--- src/rtl/core/bud_ram.sv ---
// generic single-clock ram, one write port, one registered read port
`timescale 1ns / 1ps

module bud_ram #(
    parameter int WIDTH = 8,
    parameter int DEPTH = 16
) (
    input  logic                     i_clk,
    input  logic                     i_we,
    input  logic [$clog2(DEPTH)-1:0] i_waddr,
    input  logic [WIDTH-1:0]         i_wdata,
    input  logic [$clog2(DEPTH)-1:0] i_raddr,
    output logic [WIDTH-1:0]         o_rdata
);

    logic [WIDTH-1:0] r_mem [DEPTH];
    logic [WIDTH-1:0] r_rdata;

    always_ff @(posedge i_clk) begin
        if (i_we) begin
            r_mem[i_waddr] <= i_wdata;
        end
        r_rdata <= r_mem[i_raddr];
    end

    assign o_rdata = r_rdata;

endmodule

--- config.mk ---
export PLATFORM = sky130hd
export DESIGN_NAME = bud_ram
export DESIGN_NICKNAME = d
export VERILOG_FILES = /design/src/rtl/core/bud_ram.sv
export SDC_FILE = /design/constraint.sdc
export NUM_CORES = 1
export LEC_CHECK = 0
export ABC_AREA = 1
export BUFFER_PORTS_ARGS = -buffer_cell sky130_fd_sc_hd__buf_2
export CAP_MARGIN = 20
export CORE_MARGIN = 2
export CORE_UTILIZATION = 41
export DETAILED_ROUTE_END_ITERATION = 10
export MAX_ROUTING_LAYER = met4
export PLACE_DENSITY = 0.66
export SETUP_SLACK_MARGIN = 0.4
export SLEW_MARGIN = 20
export SYNTH_ARGS = -nofsm -noshare
export SYNTH_HDL_FRONTEND = slang
export SYNTH_SLANG_ARGS = --single-unit
--- constraint.sdc ---
create_clock -name i_clk -period 1.3 [get_ports i_clk]
set_input_delay 0.26 -clock i_clk [delete_from_list [all_inputs] [get_ports i_clk]]
set_output_delay 0.26 -clock i_clk [all_outputs]
set_load 0.02 [all_outputs]
# Yosys cells after proc, flatten, opt, wreduce, memory -nomap -nowiden
# Memory sizes are Yosys's and may differ from the RTL's. A register that Yosys moved wholly into a read port is not among the register bits.
# Index checks and enable logic that the tools add are counted.
# word_totals
output_inout_bits	8
regBits	0
n_memories	1
in_bits	18
ramBits	128
elab_cells	3
# mem_list
memory	depth	word_bits	read_ports	rd_clocked_by_memory_dff	write_ports	line	text
r_mem	16	8	1	1	1	16	logic [WIDTH-1:0] r_mem [DEPTH];
# op_classes
muxes	2
# ops
op	n
two-way mux 1 bit	2

# Longest topological paths before layout
# logic_depth
depth_word	2
ltp_mapped	8
ltp_nobuf	7

# Worst setup path before layout
# OpenSTA, ideal clock, no wires.
# synth_path
kind	input to register
from	in i_waddr[3]
to	mem r_mem[4][0], enable pin
n_path_buf	0
t_required_ps	930
stages	2
slack_ps	89
setup_time_ps	370
arrival_time_ps	841
path_cell_list	nand3b_1 > nor2_1
# synth_rtl
element	line	text
from (decl)	10	input logic [$clog2(DEPTH)-1:0] i_waddr,
to (decl)	16	
# Straight into the memory's write port.

# Worst setup path in the final report
# layout_path
from	reg r_rdata[1] (netlist: o_rdata[1]), read port of r_mem
to	out o_rdata[1]
# layout_rtl
element	line	text
from (decl)	17	logic [WIDTH-1:0] r_rdata;
to (decl)	13	output logic [WIDTH-1:0] o_rdata
# No word-level cell between the ends.

==> run_summary.xml <==
<?xml version="1.0" encoding="UTF-8"?>
<metrics>
  <group name="cts">
    <metric name="max_buffers_root_to_sink" unit="">2</metric>
    <metric name="cts_htree_levels" unit="">4</metric>
    <metric name="clkSinkCount" unit="">136</metric>
    <metric name="cts.reportedPaths.clkPinSlew" unit="ns">0.06</metric>
    <metric name="ctsRootBufferMaster" unit="">sky130_fd_sc_hd__clkbuf_16</metric>
    <metric name="tritoncts" unit="">done</metric>
    <metric name="cts_post_setup_buffers_inserted" unit="">0</metric>
    <metric name="numCtsBuffers" unit="">17</metric>
    <metric name="worst_skew_pair.late_latency" unit="ns">0.42</metric>
  </group>
  <group name="worst_setup_path">
    <metric name="required_time_worst_endpoint" unit="ns">1.04</metric>
    <metric name="crit_path_cell_trace" unit="">buf_6</metric>
    <metric name="reg2reg_to" unit="">o_rdata[7]$_DFF_P_</metric>
    <metric name="cp.arrival" unit="ns">0.90</metric>
    <metric name="startpoint_types" unit="">register</metric>
    <metric name="regToRegSetupSlack" unit="ns">0.34</metric>
    <metric name="r2r_cells" unit="">6</metric>
    <metric name="timing.critical_path.slowest_stage_cell" unit="">sky130_fd_sc_hd__dfxtp_4</metric>
    <metric name="cp-end-kind" unit="">output port</metric>
    <metric name="reg2reg_from" unit="">r_mem[0][7]$_DFFE_PP_</metric>
    <metric name="critical_path_peak_fanout" unit="">1</metric>
    <metric name="setup.worst_path.class" unit="">register to output port</metric>
    <metric name="cp_top_family" unit="">flip-flops</metric>
    <metric name="path_buf_inv" unit="">1</metric>
    <metric name="crit_path_max_incr_delay" unit="ns">0.36</metric>
  </group>
  <group name="synthesis">
    <metric name="mappedNetlistNets" unit="">569</metric>
    <metric name="synthTopCellsByArea" unit="">sky130_fd_sc_hd__edfxtp_1, sky130_fd_sc_hd__nand2_1, sky130_fd_sc_hd__nand3_1</metric>
    <metric name="avg_synthesized_cell_area" unit="um2">10.5</metric>
    <metric name="synthesis.instances" unit="">551</metric>
    <metric name="synth_largest_area_cell" unit="">sky130_fd_sc_hd__edfxtp_1</metric>
    <metric name="synth_top_area_share" unit="%">66.7</metric>
    <metric name="synth.ff_latch_count" unit="">136</metric>
    <metric name="post_synth_num_cell_types" unit="">12</metric>
    <metric name="portion_of_the_post_synthesis_area_used_by_sequential_elements" unit="%">69.4</metric>
    <metric name="post_synth_instance_area" unit="um2">5770</metric>
    <metric name="yosys_warnings" unit="">0</metric>
  </group>
  <group name="final_layout">
    <metric name="final_net_count" unit="">616</metric>
    <metric name="postLayoutCoreUtil" unit="%">53.1</metric>
    <metric name="fill_cells" unit="">1127</metric>
    <metric name="mostFrequentLayoutCells" unit="">sky130_fd_sc_hd__nand2_1, sky130_fd_sc_hd__edfxtp_1, sky130_fd_sc_hd__inv_1, sky130_fd_sc_hd__nand3_1, sky130_fd_sc_hd__nand3_2</metric>
    <metric name="layout-drive-gt1-share" unit="%">30.0</metric>
    <metric name="area_used_by_multi_input_combinational_logic" unit="um2">1620</metric>
    <metric name="mostFrequentLayoutCell" unit="">sky130_fd_sc_hd__nand2_1</metric>
    <metric name="area.growth.synth_to_final" unit="%">27.4</metric>
    <metric name="total_area_of_sequential_cells" unit="um2">4020</metric>
    <metric name="antenna_cells_inserted" unit="">0</metric>
  </group>
  <group name="global_route">
    <metric name="grt_max_degree" unit="">35</metric>
    <metric name="grt_usage" unit="%">20.0</metric>
    <metric name="grt_pass1_wl" unit="um">21100</metric>
    <metric name="globalRouteOverflowTotal" unit="">0</metric>
    <metric name="antenna_found_initial" unit="">0</metric>
    <metric name="grt_pass1_vias" unit="">3881</metric>
  </group>
  <group name="drt">
    <metric name="antenna_left" unit="">0</metric>
    <metric name="detailed_route_wire_length" unit="um">13700</metric>
    <metric name="viasPerCell" unit="">4.95</metric>
    <metric name="drcViolationCount" unit="">0</metric>
    <metric name="routedWlPerCell" unit="um">17.3</metric>
    <metric name="num_vias" unit="">3919</metric>
    <metric name="drt-pass1-iter-count" unit="">5</metric>
    <metric name="drt_iter0_markers" unit="">344</metric>
  </group>
  <group name="timing">
    <metric name="worst_slack" unit="ns">0.140</metric>
    <metric name="skew" unit="ns">0.0119</metric>
    <metric name="grt_setup_unrepaired" unit="">true</metric>
    <metric name="max_freq" unit="MHz">862</metric>
    <metric name="worst_pin_slew" unit="ns">0.461</metric>
    <metric name="timing.final.max_slew_violations" unit="">0</metric>
    <metric name="relSlewSlack" unit="%">69.3</metric>
    <metric name="min_period_over_period" unit="%">89.3</metric>
    <metric name="final-hold-violation-count" unit="">0</metric>
    <metric name="setup-tns-final" unit="ns">0</metric>
    <metric name="setup_violations" unit="">0</metric>
    <metric name="timing.final.crit_period" unit="ns">1.16</metric>
  </group>
  <group name="hold_path">
    <metric name="worst_hold_startpoint" unit="">i_raddr[3]</metric>
    <metric name="hold_depth" unit="">3</metric>
    <metric name="min_delay_worst_endpoint" unit="">o_rdata[0]$_DFF_P_</metric>
    <metric name="min_path_type" unit="">primary input to register</metric>
  </group>
  <group name="place">
    <metric name="dpl_worst_slack" unit="ns">-0.111</metric>
    <metric name="port_buffers" unit="">25</metric>
    <metric name="gp_congestion" unit="">0.926</metric>
    <metric name="dp_hpwl" unit="um">8560</metric>
  </group>
  <group name="power">
    <metric name="p_leak" unit="nW">3.12</metric>
    <metric name="vdd_drop_max" unit="mV">0.603</metric>
    <metric name="p_per_area" unit="nW/um2">1490</metric>
    <metric name="report.power.total" unit="mW">10.9</metric>
  </group>
  <group name="floorplan">
    <metric name="fp.dieH" unit="um">123</metric>
    <metric name="placementRows" unit="">43</metric>
    <metric name="area_of_the_placeable_core" unit="um2">13800</metric>
    <metric name="die_w" unit="um">123</metric>
    <metric name="fp.dieArea" unit="um2">15000</metric>
    <metric name="initial_utilization" unit="%">41.7</metric>
    <metric name="io-pin-count" unit="">26</metric>
  </group>
  <group name="run_status">
    <metric name="run_status" unit="">finished, final reports clean</metric>
  </group>
  <group name="run">
    <metric name="timing.max_cap.violations" unit="">0</metric>
  </group>
</metrics>
## metrics by stage
step / instance area (um2) / std cells / hold slack (ns)
6_report: 7350 / 791 / 0.222
5_1_grt: 7350 / 791 / 0.236
4_1_cts: 7240 / 791 / 0.224
3_5_place_dp: 6390 / 759 / 0.636
3_3_place_gp: 6390 / 759 / 0.642
2_1_floorplan: 6030 / 551 / 0.359
## area by class of cell
type / count / area share (%)
Clock buffer: 22 / 6.45
Clock inverter: 10 / 2.26
Inverter: 102 / 5.38
Multi-Input combinational cell: 289 / 22.0
Sequential cell: 136 / 54.7
Tap cell: 180 / 3.07
Timing Repair Buffer: 52 / 6.16
## Yosys cell counts (all sizes together)
library cell,count
buf,24
dfxtp,8
edfxtp,128
inv,102
nand2,173
nand3,97
nand3b,2
nor2,17
## sequential cells by signal, indices dropped and copies added (netlist names)
name,flops
r_mem,128
o_rdata,8
## report_power, final
part	switching [mW]	total (mW)	internal, mW	leakage [nW]
sequential	0.0405	4.95	4.91	1.22
clock	1.79	5.16	3.37	0.307
combinational	0.542	0.830	0.288	1.58
## worst register-to-register path: cells and delay by family (launching register included)
| kind | cells | cell delay [ns] |
|---|---|---|
| buffers and inverters | 1 | 0.09 |
| AND/OR/NAND/NOR | 5 | 0.39 |
| flip-flops | 1 | 0.37 |
## how the worst max path moves through the flow
stage                  startpoint                endpoint  slack [ns]  cells after the start
4_1_cts        o_rdata[1]$_DFF_P_              o_rdata[1]        0.12                      1
3_3_place_gp           i_raddr[0]      o_rdata[5]$_DFF_P_        -0.1                      8
3_5_place_dp           i_raddr[0]      o_rdata[5]$_DFF_P_       -0.11                      8
2_1_floorplan          i_waddr[2]  r_mem[10][0]$_DFFE_PP_        0.17                      2
6_report       o_rdata[1]$_DFF_P_              o_rdata[1]        0.14                      1
5_1_grt        o_rdata[1]$_DFF_P_              o_rdata[1]        0.12                      1
## cells by family after synthesis
group,after synthesis,share of synthesized area (%)
flip-flops,136,69.4
AND/OR/NAND/NOR,289,21.0
buffers and inverters,126,9.52
## layer usage
metal  GRT usage [%]  wire [um]  vias up
li1                -          -     1876
met1            25.5       5930     1882
met2            31.6       6750      139
met3            4.83        804       22
met4            6.32        212        0
met5               -          0        -
## what timing repair did
action,in CTS,in global routing
gates cloned,0,0
endpoints found under the setup margin,16,56
hold buffers,0,0
pin swaps,33,18
resized for setup,57,26
Power figures use the tool's default switching activity.
